$ cat config.mk
export PLATFORM = sky130hd
export DESIGN_NAME = html_entity_escaper
export DESIGN_NICKNAME = d
export VERILOG_FILES = /design/src/hw/rtl/hee_pkg.sv /design/src/hw/rtl/hee_front.sv /design/src/hw/rtl/hee_queue.sv /design/src/hw/rtl/hee_back.sv /design/src/hw/rtl/html_entity_escaper.sv
export SDC_FILE = /design/constraint.sdc
export NUM_CORES = 1
export LEC_CHECK = 0
export BUFFER_PORTS_ARGS = -buffer_cell sky130_fd_sc_hd__clkbuf_2
export CAP_MARGIN = 30
export CORE_MARGIN = 2
export CORE_UTILIZATION = 62
export DETAILED_ROUTE_END_ITERATION = 10
export PLACE_DENSITY = 0.78
export SYNTH_ARGS = -nofsm -noshare
export SYNTH_HDL_FRONTEND = slang
export SYNTH_SLANG_ARGS = --single-unit
$ cat constraint.sdc
create_clock -name clk -period 4.6 [get_ports clk]
set_clock_uncertainty 0.1 [all_clocks]
set_input_delay 0.23 -clock clk [delete_from_list [all_inputs] [get_ports clk]]
set_output_delay 0.23 -clock clk [all_outputs]
set_load 0.01 [all_outputs]
$ cat src/hw/rtl/hee_pkg.sv
`default_nettype none
// ----------------------------------------------------------------------------
// hee_pkg
// Types, character codes and helpers shared by the HTML entity escaper.
// ----------------------------------------------------------------------------
package hee_pkg;

	localparam int QueueDepth = 4;
	localparam int MaxRun     = 6;
	localparam int RunW       = 3;

	// character codes
	localparam logic [7:0] CH_AMP   = 8'd38;
	localparam logic [7:0] CH_LT    = 8'd60;
	localparam logic [7:0] CH_GT    = 8'd62;
	localparam logic [7:0] CH_SPACE = 8'd32;
	localparam logic [7:0] CH_QUOTE = 8'd34;
	localparam logic [7:0] CH_APOS  = 8'd39;
	localparam logic [7:0] CH_SLASH = 8'd47;
	localparam logic [7:0] CH_SEMI  = 8'd59;
	localparam logic [7:0] CH_BSLSH = 8'd92;
	localparam logic [7:0] CH_DEL   = 8'd127;
	localparam logic [7:0] CH_HASH  = 8'd35;
	localparam logic [7:0] CH_ZERO  = 8'd48;
	localparam logic [7:0] CH_A     = 8'd97;
	localparam logic [7:0] CH_B     = 8'd98;
	localparam logic [7:0] CH_G     = 8'd103;
	localparam logic [7:0] CH_L     = 8'd108;
	localparam logic [7:0] CH_M     = 8'd109;
	localparam logic [7:0] CH_N     = 8'd110;
	localparam logic [7:0] CH_P     = 8'd112;
	localparam logic [7:0] CH_S     = 8'd115;
	localparam logic [7:0] CH_T     = 8'd116;
	localparam logic [7:0] CTRL_MAX = 8'd31;

	typedef struct packed {
		logic [7:0] in_byte;
		logic       in_end;
	} hee_in_t;

	typedef struct packed {
		logic [7:0] out_byte;
		logic       run_last;
		logic       string_last;
	} hee_out_t;

	// one classified request: the bytes to send, how many, and end of string
	typedef struct packed {
		logic [MaxRun-1:0][7:0] chars;
		logic [RunW-1:0]        len;
		logic                   str_end;
	} hee_entry_t;

	typedef struct packed {
		logic full;
		logic empty;
	} hee_qstat_t;

	// ASCII decimal digits {hundreds, tens, ones} of an 8-bit value
	function automatic logic [23:0] hee_dec3(input logic [7:0] v);
		logic [1:0]  h;
		logic [7:0]  r;
		logic [15:0] p;
		logic [3:0]  t;
		logic [7:0]  o;
		h = (v >= 8'd200) ? 2'd2 : ((v >= 8'd100) ? 2'd1 : 2'd0);
		r = v - ((h == 2'd2) ? 8'd200 : ((h == 2'd1) ? 8'd100 : 8'd0));
		// r < 100, so r*205 >> 11 is exactly r/10
		p = 16'(r) * 16'd205;
		t = p[14:11];
		o = r - {1'b0, t, 3'b000} - {3'b000, t, 1'b0};
		return {CH_ZERO + {6'd0, h}, CH_ZERO + {4'd0, t}, CH_ZERO + {4'd0, o[3:0]}};
	endfunction

endpackage
`default_nettype wire

$ cat src/hw/rtl/hee_front.sv
`default_nettype none
// ----------------------------------------------------------------------------
// hee_front
// Holds the high-byte mode bit and turns each input byte into a run entry.
// ----------------------------------------------------------------------------
module hee_front
	import hee_pkg::*;
(
	input  wire logic       clk,
	input  wire logic       arst_n,
	input  wire logic       cfg_we,
	input  wire logic       cfg_wdata,
	input  wire hee_in_t    req,
	output hee_entry_t      entry
);

	logic       esc_high_q;
	logic [7:0] b;
	logic [23:0] dig;
	logic       num2;
	logic       num3;

	always_ff @(posedge clk or negedge arst_n) begin
		if (!arst_n) begin
			esc_high_q <= 1'b0;
		end else if (cfg_we) begin
			esc_high_q <= cfg_wdata;
		end
	end

	assign b   = req.in_byte;
	assign dig = hee_dec3(b);

	// quote and apostrophe have two-digit codes, so they share the numeric form
	assign num2 = (b <= CTRL_MAX) || (b == CH_QUOTE) || (b == CH_APOS) ||
	              (b == CH_SLASH) || (b == CH_SEMI) || (b == CH_BSLSH);
	assign num3 = (b == CH_DEL) || (b[7] && esc_high_q);

	always_comb begin
		entry         = '0;
		entry.str_end = req.in_end;
		unique case (b)
			CH_AMP: begin
				entry.chars = {8'd0, CH_SEMI, CH_P, CH_M, CH_A, CH_AMP};
				entry.len   = RunW'(5);
			end
			CH_LT: begin
				entry.chars = {16'd0, CH_SEMI, CH_T, CH_L, CH_AMP};
				entry.len   = RunW'(4);
			end
			CH_GT: begin
				entry.chars = {16'd0, CH_SEMI, CH_T, CH_G, CH_AMP};
				entry.len   = RunW'(4);
			end
			CH_SPACE: begin
				entry.chars = {CH_SEMI, CH_P, CH_S, CH_B, CH_N, CH_AMP};
				entry.len   = RunW'(6);
			end
			default: begin
				if (num2) begin
					entry.chars = {8'd0, CH_SEMI, dig[7:0], dig[15:8], CH_HASH, CH_AMP};
					entry.len   = RunW'(5);
				end else if (num3) begin
					entry.chars = {CH_SEMI, dig[7:0], dig[15:8], dig[23:16], CH_HASH, CH_AMP};
					entry.len   = RunW'(6);
				end else begin
					entry.chars = {40'd0, b};
					entry.len   = RunW'(1);
				end
			end
		endcase
	end

endmodule
`default_nettype wire

$ cat src/hw/rtl/hee_queue.sv
`default_nettype none
// ----------------------------------------------------------------------------
// hee_queue
// Small FIFO of run entries between the classifier and the byte sender.
// ----------------------------------------------------------------------------
module hee_queue
	import hee_pkg::*;
#(
	parameter int DEPTH = QueueDepth
) (
	input  wire logic       clk,
	input  wire logic       arst_n,
	input  wire logic       push,
	input  wire hee_entry_t wdata,
	input  wire logic       pop,
	output hee_entry_t      head,
	output hee_qstat_t      stat
);

	localparam int PW = (DEPTH > 1) ? $clog2(DEPTH) : 1;
	localparam int CW = $clog2(DEPTH + 1);

	hee_entry_t      mem_q [DEPTH];
	logic [PW-1:0]   wr_ptr_q;
	logic [PW-1:0]   rd_ptr_q;
	logic [CW-1:0]   count_q;
	logic            do_push;
	logic            do_pop;

	assign stat.full  = (count_q == CW'(DEPTH));
	assign stat.empty = (count_q == '0);
	assign do_push    = push && !stat.full;
	assign do_pop     = pop && !stat.empty;
	assign head       = mem_q[rd_ptr_q];

	always_ff @(posedge clk) begin
		if (do_push) begin
			mem_q[wr_ptr_q] <= wdata;
		end
	end

	always_ff @(posedge clk or negedge arst_n) begin
		if (!arst_n) begin
			wr_ptr_q <= '0;
			rd_ptr_q <= '0;
			count_q  <= '0;
		end else begin
			if (do_push) begin
				wr_ptr_q <= (wr_ptr_q == PW'(DEPTH - 1)) ? '0 : wr_ptr_q + 1'b1;
			end
			if (do_pop) begin
				rd_ptr_q <= (rd_ptr_q == PW'(DEPTH - 1)) ? '0 : rd_ptr_q + 1'b1;
			end
			if (do_push && !do_pop) begin
				count_q <= count_q + 1'b1;
			end else if (do_pop && !do_push) begin
				count_q <= count_q - 1'b1;
			end
		end
	end

endmodule
`default_nettype wire

$ cat src/hw/rtl/hee_back.sv
`default_nettype none
// ----------------------------------------------------------------------------
// hee_back
// Walks the head entry one byte per cycle into the output register while the output slot is free or being drained.
// ----------------------------------------------------------------------------
module hee_back
	import hee_pkg::*;
(
	input  wire logic       clk,
	input  wire logic       arst_n,
	input  wire hee_entry_t head,
	input  wire hee_qstat_t stat,
	output logic            pop,
	output logic            out_valid,
	input  wire logic       out_ready,
	output hee_out_t        out_data
);

	logic [RunW-1:0] idx_q;
	logic            out_valid_q;
	hee_out_t        out_q;
	logic            load;
	logic            at_last;

	// queue holds an entry and the output slot is free, or is being drained this cycle
	assign load    = !stat.empty && (!out_valid_q || out_ready);
	assign at_last = (idx_q == head.len - 1'b1);
	assign pop     = load && at_last;

	always_ff @(posedge clk or negedge arst_n) begin
		if (!arst_n) begin
			idx_q       <= '0;
			out_valid_q <= 1'b0;
		end else begin
			if (load) begin
				out_valid_q <= 1'b1;
				idx_q       <= at_last ? '0 : idx_q + 1'b1;
			end else if (out_ready) begin
				out_valid_q <= 1'b0;
			end
		end
	end

	always_ff @(posedge clk) begin
		if (load) begin
			out_q.out_byte    <= head.chars[idx_q];
			out_q.run_last    <= at_last;
			out_q.string_last <= at_last && head.str_end;
		end
	end

	assign out_valid = out_valid_q;
	assign out_data  = out_q;

endmodule
`default_nettype wire

$ cat src/hw/rtl/html_entity_escaper.sv
`default_nettype none
// ----------------------------------------------------------------------------
// html_entity_escaper
// Escapes a byte stream into HTML-safe text, a run of output bytes per input byte.
// ----------------------------------------------------------------------------
// Each input byte becomes a run of one to six output bytes; run_last marks the
// end of a run and string_last the end of the run for a byte sent with in_end.
// The input side classifies a byte in the cycle it is taken and drops it into
// a four-entry queue, so input is taken every cycle while the queue has room.
// The output side sends one byte per cycle from the queue head unless out_ready
// holds it; a run is one byte for a plain byte and six bytes for a space or
// a three-digit entity. cfg_wdata sets whether bytes 128-255 are
// escaped (1) or passed raw (0); write it only while the block is idle.
module html_entity_escaper
	import hee_pkg::*;
#(
	parameter int QDEPTH = QueueDepth
) (
	input  wire logic     clk,
	input  wire logic     arst_n,
	input  wire logic     cfg_we,
	input  wire logic     cfg_wdata,
	input  wire logic     in_valid,
	output logic          in_ready,
	input  wire hee_in_t  in_data,
	output logic          out_valid,
	input  wire logic     out_ready,
	output hee_out_t      out_data
);

	hee_entry_t new_entry;
	hee_entry_t head;
	hee_qstat_t qstat;
	logic       pop;

	hee_front u_front (
		.clk       (clk),
		.arst_n    (arst_n),
		.cfg_we    (cfg_we),
		.cfg_wdata (cfg_wdata),
		.req       (in_data),
		.entry     (new_entry)
	);

	hee_queue #(
		.DEPTH (QDEPTH)
	) u_queue (
		.clk    (clk),
		.arst_n (arst_n),
		.push   (in_valid),
		.wdata  (new_entry),
		.pop    (pop),
		.head   (head),
		.stat   (qstat)
	);

	hee_back u_back (
		.clk       (clk),
		.arst_n    (arst_n),
		.head      (head),
		.stat      (qstat),
		.pop       (pop),
		.out_valid (out_valid),
		.out_ready (out_ready),
		.out_data  (out_data)
	);

	assign in_ready = !qstat.full;

	a_strlast_ends_run: assert property (@(posedge clk) disable iff (!arst_n)
		out_valid && out_data.string_last |-> out_data.run_last)
		else $error("string_last without run_last");

	// the rest of a run is still at the queue head, so it follows at once
	a_run_continues: assert property (@(posedge clk) disable iff (!arst_n)
		out_valid && out_ready && !out_data.run_last |=> out_valid)
		else $error("gap inside an escape run");

	a_pop_needs_entry: assert property (@(posedge clk) disable iff (!arst_n)
		pop |-> !qstat.empty)
		else $error("pop from empty queue");

	a_empty_not_full: assert property (@(posedge clk) disable iff (!arst_n)
		!(qstat.empty && qstat.full))
		else $error("queue both empty and full");

endmodule
`default_nettype wire
## Word level (Yosys, flattened, before mapping)

Memory sizes are Yosys's and may differ from the RTL's.
Index checks and enable logic that the tools add are counted.

- Add/subtract/negate cells: 12
- $mul: 1
- $lt $le $gt $ge: 4
- Equality and inequality tests: 16
- Muxes and demuxes: 18
- Reduce and logical (&&, ||, !) cells: 23

Operators with widths:

| operator | count |
|---|---|
| 51-bit one-hot mux with 4 select lines | 1 |
| 8-bit by 6-bit equality test with 1-bit output, second input constant | 8 |
| 51-bit two-way mux | 1 |
| 49-bit two-way mux | 1 |
| 8-bit binary-select mux with 3-bit select | 1 |
| 8-bit by 7-bit equality test with 1-bit output, second input constant | 2 |
| 8-bit two-way mux | 2 |
| 8-bit by 8-bit multiplier with 15-bit output, second input constant | 1 |
| 6-bit by 4-bit adder with 7-bit output, first input constant | 2 |
| 3-bit two-way mux | 3 |
| 8-bit by 7-bit greater-or-equal comparator with 1-bit output, second input constant | 1 |
| 8-bit greater-or-equal comparator, second input constant | 1 |
| 8-bit by 5-bit less-or-equal comparator with 1-bit output, second input constant | 1 |
| 1-bit logical AND | 8 |
| 4-bit subtractor | 2 |
| 8-bit subtractor | 1 |
| 6-bit by 2-bit adder with 7-bit output, first input constant | 1 |
| 1-bit logical OR | 7 |
| 7-bit two-way mux | 1 |
| 3-bit by 1-bit adder with 3-bit output, second input constant | 2 |
| 2-bit equality test, second input constant | 3 |
| 2-bit two-way mux | 3 |
| 3-bit by 1-bit subtractor with 3-bit output, second input constant | 2 |
| 1-bit zero test | 5 |
| 8 further kinds | 14 |

- Bits in registers: 22
- Memory bits (writable): 208
- Word-level logic and storage cells: 84
- Memories kept: 1

Memories:

| name | depth | bits a word | read ports | clocked after memory_dff | write ports | RTL line | RTL |
|---|---|---|---|---|---|---|---|
| u_queue.mem_q | 4 | 52 | 1 | 0 | 1 | hee_queue.sv:23 | `hee_entry_t mem_q [DEPTH];` |

## Logic depth before layout (Yosys ltp)

Gate-level depths: netlist of run 1.

- Word-level depth: 14
- Gate-level depth with buffers: 29
- Gate-level depth less buffers: 28

## Modules after synthesis

Synthesis of run 1 repeated with hierarchy kept, for this count alone.

- Cell total of the unflattened synthesis: 633
- Area, all modules: 10911.7 µm²

By module, submodules not included:

| module | instances | cells an instance | area an instance (µm²) | sequential area each (µm²) |
|---|---|---|---|---|
| hee_queue | 1 | 309 | 7952.6 | 6421.2 |
| hee_front | 1 | 249 | 1943.1 | 25.0 |
| hee_back | 1 | 74 | 1012.2 | 400.4 |
| html_entity_escaper | 1 | 1 | 3.8 | 0.0 |

## Worst setup path after synthesis of run 1

No wires, ideal clock.

- Path kind: input port to flip-flop
- Start: input in_data[5] (netlist bit)
- End: memory u_queue.mem_q[0][31] (netlist bit) (data pin)
- Arrival time: 6.418 ns
- Required time: 4.222 ns
- Setup slack: -2.196 ns
- Cell stages on the path: 27
- Buffers on the path: 1
- Cells stage by stage: clkbuf_1 -> o311ai_0 -> inv_1 -> or2_2 -> inv_1 -> ha_1 -> fa_1 -> nand2b_1 -> a21oi_1 -> xnor2_1 -> ha_1 -> inv_1 -> fa_1 -> fa_1 -> fa_1 -> inv_1 -> ha_1 -> o2111ai_1 -> a21oi_1 -> nor3_1 -> xor2_1 -> inv_1 -> ha_1 -> and2_1 -> or3_1 -> a41o_1 -> or3_1

RTL lines:

| element | RTL line | RTL |
|---|---|---|
| start, declared | html_entity_escaper.sv:25 | `input wire hee_in_t in_data,` |
| end, declared | hee_queue.sv:23 |  |

==> results.yml, run 1 <==
grt:
  grt_pass1_vias: 5177
  grt_usage_pct: 28.5
  grt_pass1_wl_um: 27600
  antenna_found_initial: 0
  grt-ovfl-total: 0
  grt_max_degree: 34
detailed_routing:
  ant_nets: 0
  drt-initial-drc-count: 521
  via_per_inst: 6.01
  dr_total_vias: 5066
  dr.pass1.iters: 5
  route.detailed.drc: 0
  wl_um: 18100
  detail_route.wl_per_cell_um: 21.4
clock_network:
  cts_max_level: 4
  cts_buffer_depth: 2
  cts_tree: "done"
  cts_sinks: 154
  clk_pin_slew_worst_paths_ns: 0.06
  cts-root-buf: "clkbuf_16"
  cts_buffers: 17
  clock_latency_ns: 0.42
final_layout:
  syn2layout_area_growth_pct: 26.6
  fin_nets: 741
  design_area_um2: 9950
  final_layout_size_suffix_gt1_share_pct: 36.4
  num_antenna_cells: 0
  finish.utilization_pct: 79.5
critical_path:
  required_ns: 4.66
  crit_arrival_ns: 5.94
  reg2regPathDepth: 11
  cpPeakStageDelay_ns: 0.56
  endpoint_kind: "flop"
  crit_buf_inv: 6
  critPathLaunchType: "primary input"
  worstSetupStartpoint: "in_data[5]"
  crit_type: "primary input to flop"
  crit_fanout: 4
  crit_family: "adder cells"
  r2r_slack_ns: 1.15
  slowest_stage: "fa_2"
  cp_num_cells: 28
  reg2reg_from: "u_queue.rd_ptr_q[0]"
die:
  die_y_um: 117
  die-area_um2: 13600
  die_x_um: 117
  initial_core_util_pct: 62.8
  ios: 27
  rows: 41
  fp.coreArea_um2: 12500
flow_run:
  drv_cap: 0
place:
  post_dp_cell_area_um2: 8810
  gp_congestion: 0.954
  hpwl_um: 11800
  portBuffers: 26
yosys:
  synth_area_per_cell_um2: 14.6
  ys_types: 55
  yosysTopAreaCellShare_pct: 54.3
  ys_ff_latch: 154
  netlist_area_um2: 7860
  synth_area_leader_cell: "edfxtp_1"
  ys_top_cells_by_area: "edfxtp_1 54%, mux4_2 11%, ha_1 8.8%, dfrtp_1 3.8%, fa_1 3.3%"
  ys_async_sr_fraction_pct: 7.79
  yosysMostFrequentCell: "edfxtp_1"
  synthTopCellsByCount: "142 x edfxtp_1, 65 x inv_1, 55 x ha_1, 37 x mux4_2, 30 x nand2_1"
  synthCells: 539
  synth_edf_count: 142
  synth_ff_type: "edfxtp_1"
  yosysWarnings: 0
  yosysSeqAreaShare_pct: 58.1
  syn-num-nets: 622
status:
  status: "finished, violations left"
  violations: "setup timing"
timing:
  fin_crit_sh_pct: 128
  setup_ws_ns: -1.28
  period_needed_ns: 5.88
  fmax_mhz: 170
  maxSlewHeadroom_pct: 38.4
  hold_viol: 0
  setup_violations: 44
  rsz0062_at_grt: "true"
  tightest_slew_ns: 0.917
  drv_slew: 0
worst_hold_path:
  min_path_type: "primary input to async pin"
placed cells by master, fill, tap and decap left out, types with 5 or more instances in the layout:
cell             n
ha_1            43
nand3_1          5
a21oi_2          6
and3_1           5
inv_1           57
mux4_2          37
and2_1           6
buf_4           77
o21ai_0         15
dlygate4sd3_1    5
edfxtp_1       142
dfrtp_1         11
inv_2            8
nand2_1         30
ha_4            12
a21oi_1         10
xnor2_1          9
buf_6            5
clkbuf_16       17
nor2_1          23
fa_1            10
clkbuf_2        22
per-stage QoR:
stage | setup slack (ns) | cells | setup TNS, ns | hold slack, ns
after floorplan | -1.50 | 539 | -29.98 | -0.166
after global placement | -1.71 | 790 | -50.33 | 0.0317
after detailed placement | -1.88 | 790 | -55.53 | 0.0448
after CTS | -1.20 | 836 | -28.12 | 0.136
after global routing | -1.48 | 843 | -45.46 | 0.184
final | -1.28 | 843 | -36.86 | 0.143
final timing paths:
check | endpoint
max in group asynchronous | u_queue.rd_ptr_q[0]
setup / recovery | u_queue.mem_q[1][31]
hold reg to reg | u_queue.count_q[2]
setup reg to reg | u_queue.count_q[1]
min in group clk | u_queue.wr_ptr_q[0]
hold / removal | u_queue.rd_ptr_q[0]
worst reg2reg max path, stage by stage (launching register included):
cell and delay (ns):
dfrtp_2 0.52, buf_4 0.34, mux4_2 0.61, xnor2_1 0.17, nor3_1 0.18, buf_4 0.18
and2_1 0.20, inv_1 0.07, ha_1 0.22, inv_1 0.08, fa_1 0.40, mux2_2 0.26
flip-flops by register name, indices dropped and copies added (netlist names):
name	cells
u_back.idx_q	3
u_back.out_data	10
u_back.out_valid	1
u_front.esc_high_q	1
u_queue.count_q	3
u_queue.mem_q	132
u_queue.rd_ptr_q	2
u_queue.wr_ptr_q	2
cell families (layout without fill, tap and decap cells):
| kind of cell | count (synthesis) | count (layout) | synth area share, % |
|---|---|---|---|
| and+or+nand+nor | 102 | 102 | 6.37 |
| buffers and inverters | 79 | 211 | 3.84 |
| xor gates and xnor gates | 20 | 20 | 2.40 |
| DFF | 154 | 154 | 58.1 |
| adders and majority gates | 68 | 68 | 12.1 |
| AOI/OAI and AO/OA | 74 | 74 | 5.92 |
| muxes | 42 | 42 | 11.3 |
final cells by class:
type	instances	area, um^2
sequential	154	4570
tap	172	215
timing repair buffer	113	845
clock inverter	15	199
multi-input combinational	306	3450
clock buffer	17	425
inverter	66	250
fill	695	2570
repair_timing:
| item | CTS | global route |
|---|---|---|
| endpoints found under the setup margin | 44 | 44 |
| pin swaps | 38 | 27 |
| hold buffers | 5 | 0 |
| gates resized for setup | 42 | 22 |
| endpoints found under the hold margin | 18 | 0 |
| buffers inserted | 10 | 7 |
routing by layer:
layer / vias to the layer above / track usage, % / share of wire [%]
li1: 2258 / - / -
met1: 2540 / 35.5 / 39
met2: 215 / 49.0 / 51
met3: 53 / 6.54 / 6.7
met4: 0 / 10.8 / 3.2
met5: - / 0 / 0
Power of run 1 is left out: the tool's default activity adds up to more than one toggle a clock period on the data nets, which glitch-free logic cannot reach.
==> inputs of run 2 (changes only) <==
SKIP_CTS_REPAIR_TIMING = 1   (was default)
==> run 2 against run 1 <==
Effect of this change: the run still ends with setup timing left; critical endpoint is now u_queue.mem_q[0][31]; utilization fell by 0.71 points; register-to-register slack barely moved; worst setup slack got worse by 0.086 ns; count of clock-buffer cells in the layout did not move; hold slack got worse by 0.0016 ns; global-route usage fell by 1.4 points; critical path type unchanged; final area fell by 0.89%.
==> results.yml, run 2 (synthesized netlist as in run 1, its figures left out) <==
final_layout:
  syn2layout_area_growth_pct: 25.5
  largest_reg_flops: 132
  multiInputGateArea_um2: 3420
  top_register: "u_queue.mem_q"
  fin_nets: 736
  layout_common_cells: "142 x edfxtp_1, 73 x buf_4, 58 x inv_1, 43 x ha_1, 37 x mux4_2"
  seq_area_um2: 4570
  final_layout_size_suffix_gt1_share_pct: 35.1
  num_antenna_cells: 0
  layout_commonest_cell: "edfxtp_1"
  fillers: 707
detailed_routing:
  ant_nets: 0
  drt-initial-drc-count: 531
  detail_route.wl_per_cell_um: 21.3
  route.detailed.drc: 0
  wl_um: 17900
  dr_total_vias: 5065
  via_per_inst: 6.04
  dr.pass1.iters: 6
grt:
  grt_pass1_vias: 5031
  grt_pass1_wl_um: 26500
  grt_max_degree: 34
  grt-ovfl-total: 0
  antenna_found_initial: 0
  grt_usage_pct: 27.1
timing:
  rsz0062_at_grt: "true"
  maxSlewHeadroom_pct: 44.6
  hold_viol: 0
  tightest_slew_ns: 0.825
  drv_slew: 0
  fin_hold_ws_ns: 0.141
  setup_violations: 44
  period_needed_ns: 5.97
  setup_ws_ns: -1.37
  fin_crit_sh_pct: 130
  tns_ns: -40.61
  fmax_mhz: 168
place:
  gp_congestion: 0.954
  hpwl_um: 11800
  portBuffers: 26
critical_path:
  critPathLaunchType: "primary input"
  crit_type: "primary input to flop"
  required_ns: 4.66
  crit_arrival_ns: 6.03
  crit_fanout: 4
  endpoint_kind: "flop"
clock_network:
  cts_max_level: 4
  clock_latency_ns: 0.42
  cts-root-buf: "clkbuf_16"
  cts_tree: "done"
  clk_pin_slew_worst_paths_ns: 0.06
  cts_sinks: 154
  cts_buffers: 17
  cts_buffer_depth: 2
die:
  rows: 41
  die_x_um: 117
  fp.coreArea_um2: 12500
  die_y_um: 117
  die-area_um2: 13600
  initial_core_util_pct: 62.8
  ios: 27
pwr:
  ir_worst_vdd_mv: 0.625
  p_leak_nw: 3.86
  powerDensity_nw_per_um2: 872
flow_run:
  drv_cap: 0
status:
  status: "finished, violations left"
  violations: "setup timing"
worst_hold_path:
  min_path_type: "primary input to async pin"
run 2: per-layer routing:
layer / wire [um] / global-route usage (%) / up-vias
met5: 0 / 0 / -
met1: 6920 / 34.5 / 2501
met2: 9110 / 45.9 / 246
met3: 1270 / 6.12 / 63
li1: - / - / 2255
met4: 548 / 10.4 / 0
run 2: final timing paths:
path,start,to,slack [ns],depth (start not counted)
hold reg to reg,u_queue.count_q[2],u_queue.count_q[2],0.41,1
min in group clk,in_valid,u_queue.wr_ptr_q[0],0.22,4
hold / removal,arst_n,u_queue.rd_ptr_q[0],0.14,2
setup / recovery,in_data[6],u_queue.mem_q[0][31],-1.37,28
setup reg to reg,u_queue.rd_ptr_q[0],u_queue.count_q[1],1.16,11
max in group asynchronous,arst_n,u_queue.rd_ptr_q[0],3.99,2
run 2: critical path: stages:
cell and delay [ns]:
buf_2 0.14, o311ai_4 0.29, inv_1 0.09, or2_4 0.27, inv_2 0.07, ha_4 0.13
nor2b_2 0.05, buf_4 0.14, nor4_4 0.30, nor2_4 0.07, buf_6 0.13, ha_4 0.26
inv_2 0.03, fa_1 0.45, fa_1 0.51, fa_2 0.59, inv_2 0.05, ha_4 0.26
o2111ai_2 0.09, a21oi_2 0.17, nor3_2 0.07, xor2_1 0.20, inv_1 0.10, ha_4 0.19
xnor2_4 0.13, or3_4 0.38, a41o_1 0.20, or3_4 0.41
run 2: final cells by class:
type	count	share of cell area, %
Tap cell	172	2.18
Clock inverter	15	2.02
Timing Repair Buffer	108	8.01
Sequential cell	154	46.3
Multi-Input combinational cell	306	34.6
Clock buffer	17	4.31
Inverter	66	2.54
run 2: power breakdown:
group	switching, mW	internal, mW	leakage (nW)
logic	2.41	2.42	2.11
clock network	0.566	0.908	0.290
registers	0.188	2.10	1.46
run 2: metrics by stage:
stage               cells  power, mW  setup WS [ns]  instance area (um^2)  util, %
floorplan             539       4.92          -1.50                  8050        -
global placement      790       6.18          -1.71                  8810     70.4
detailed placement    790       6.34          -1.88                  8810     70.4
CTS                   822       7.85          -1.47                  9440     75.4
global route          838       9.06          -1.56                  9860     78.8
finish                838       8.60          -1.37                  9860     78.8
(Power assumes the default switching activity.)
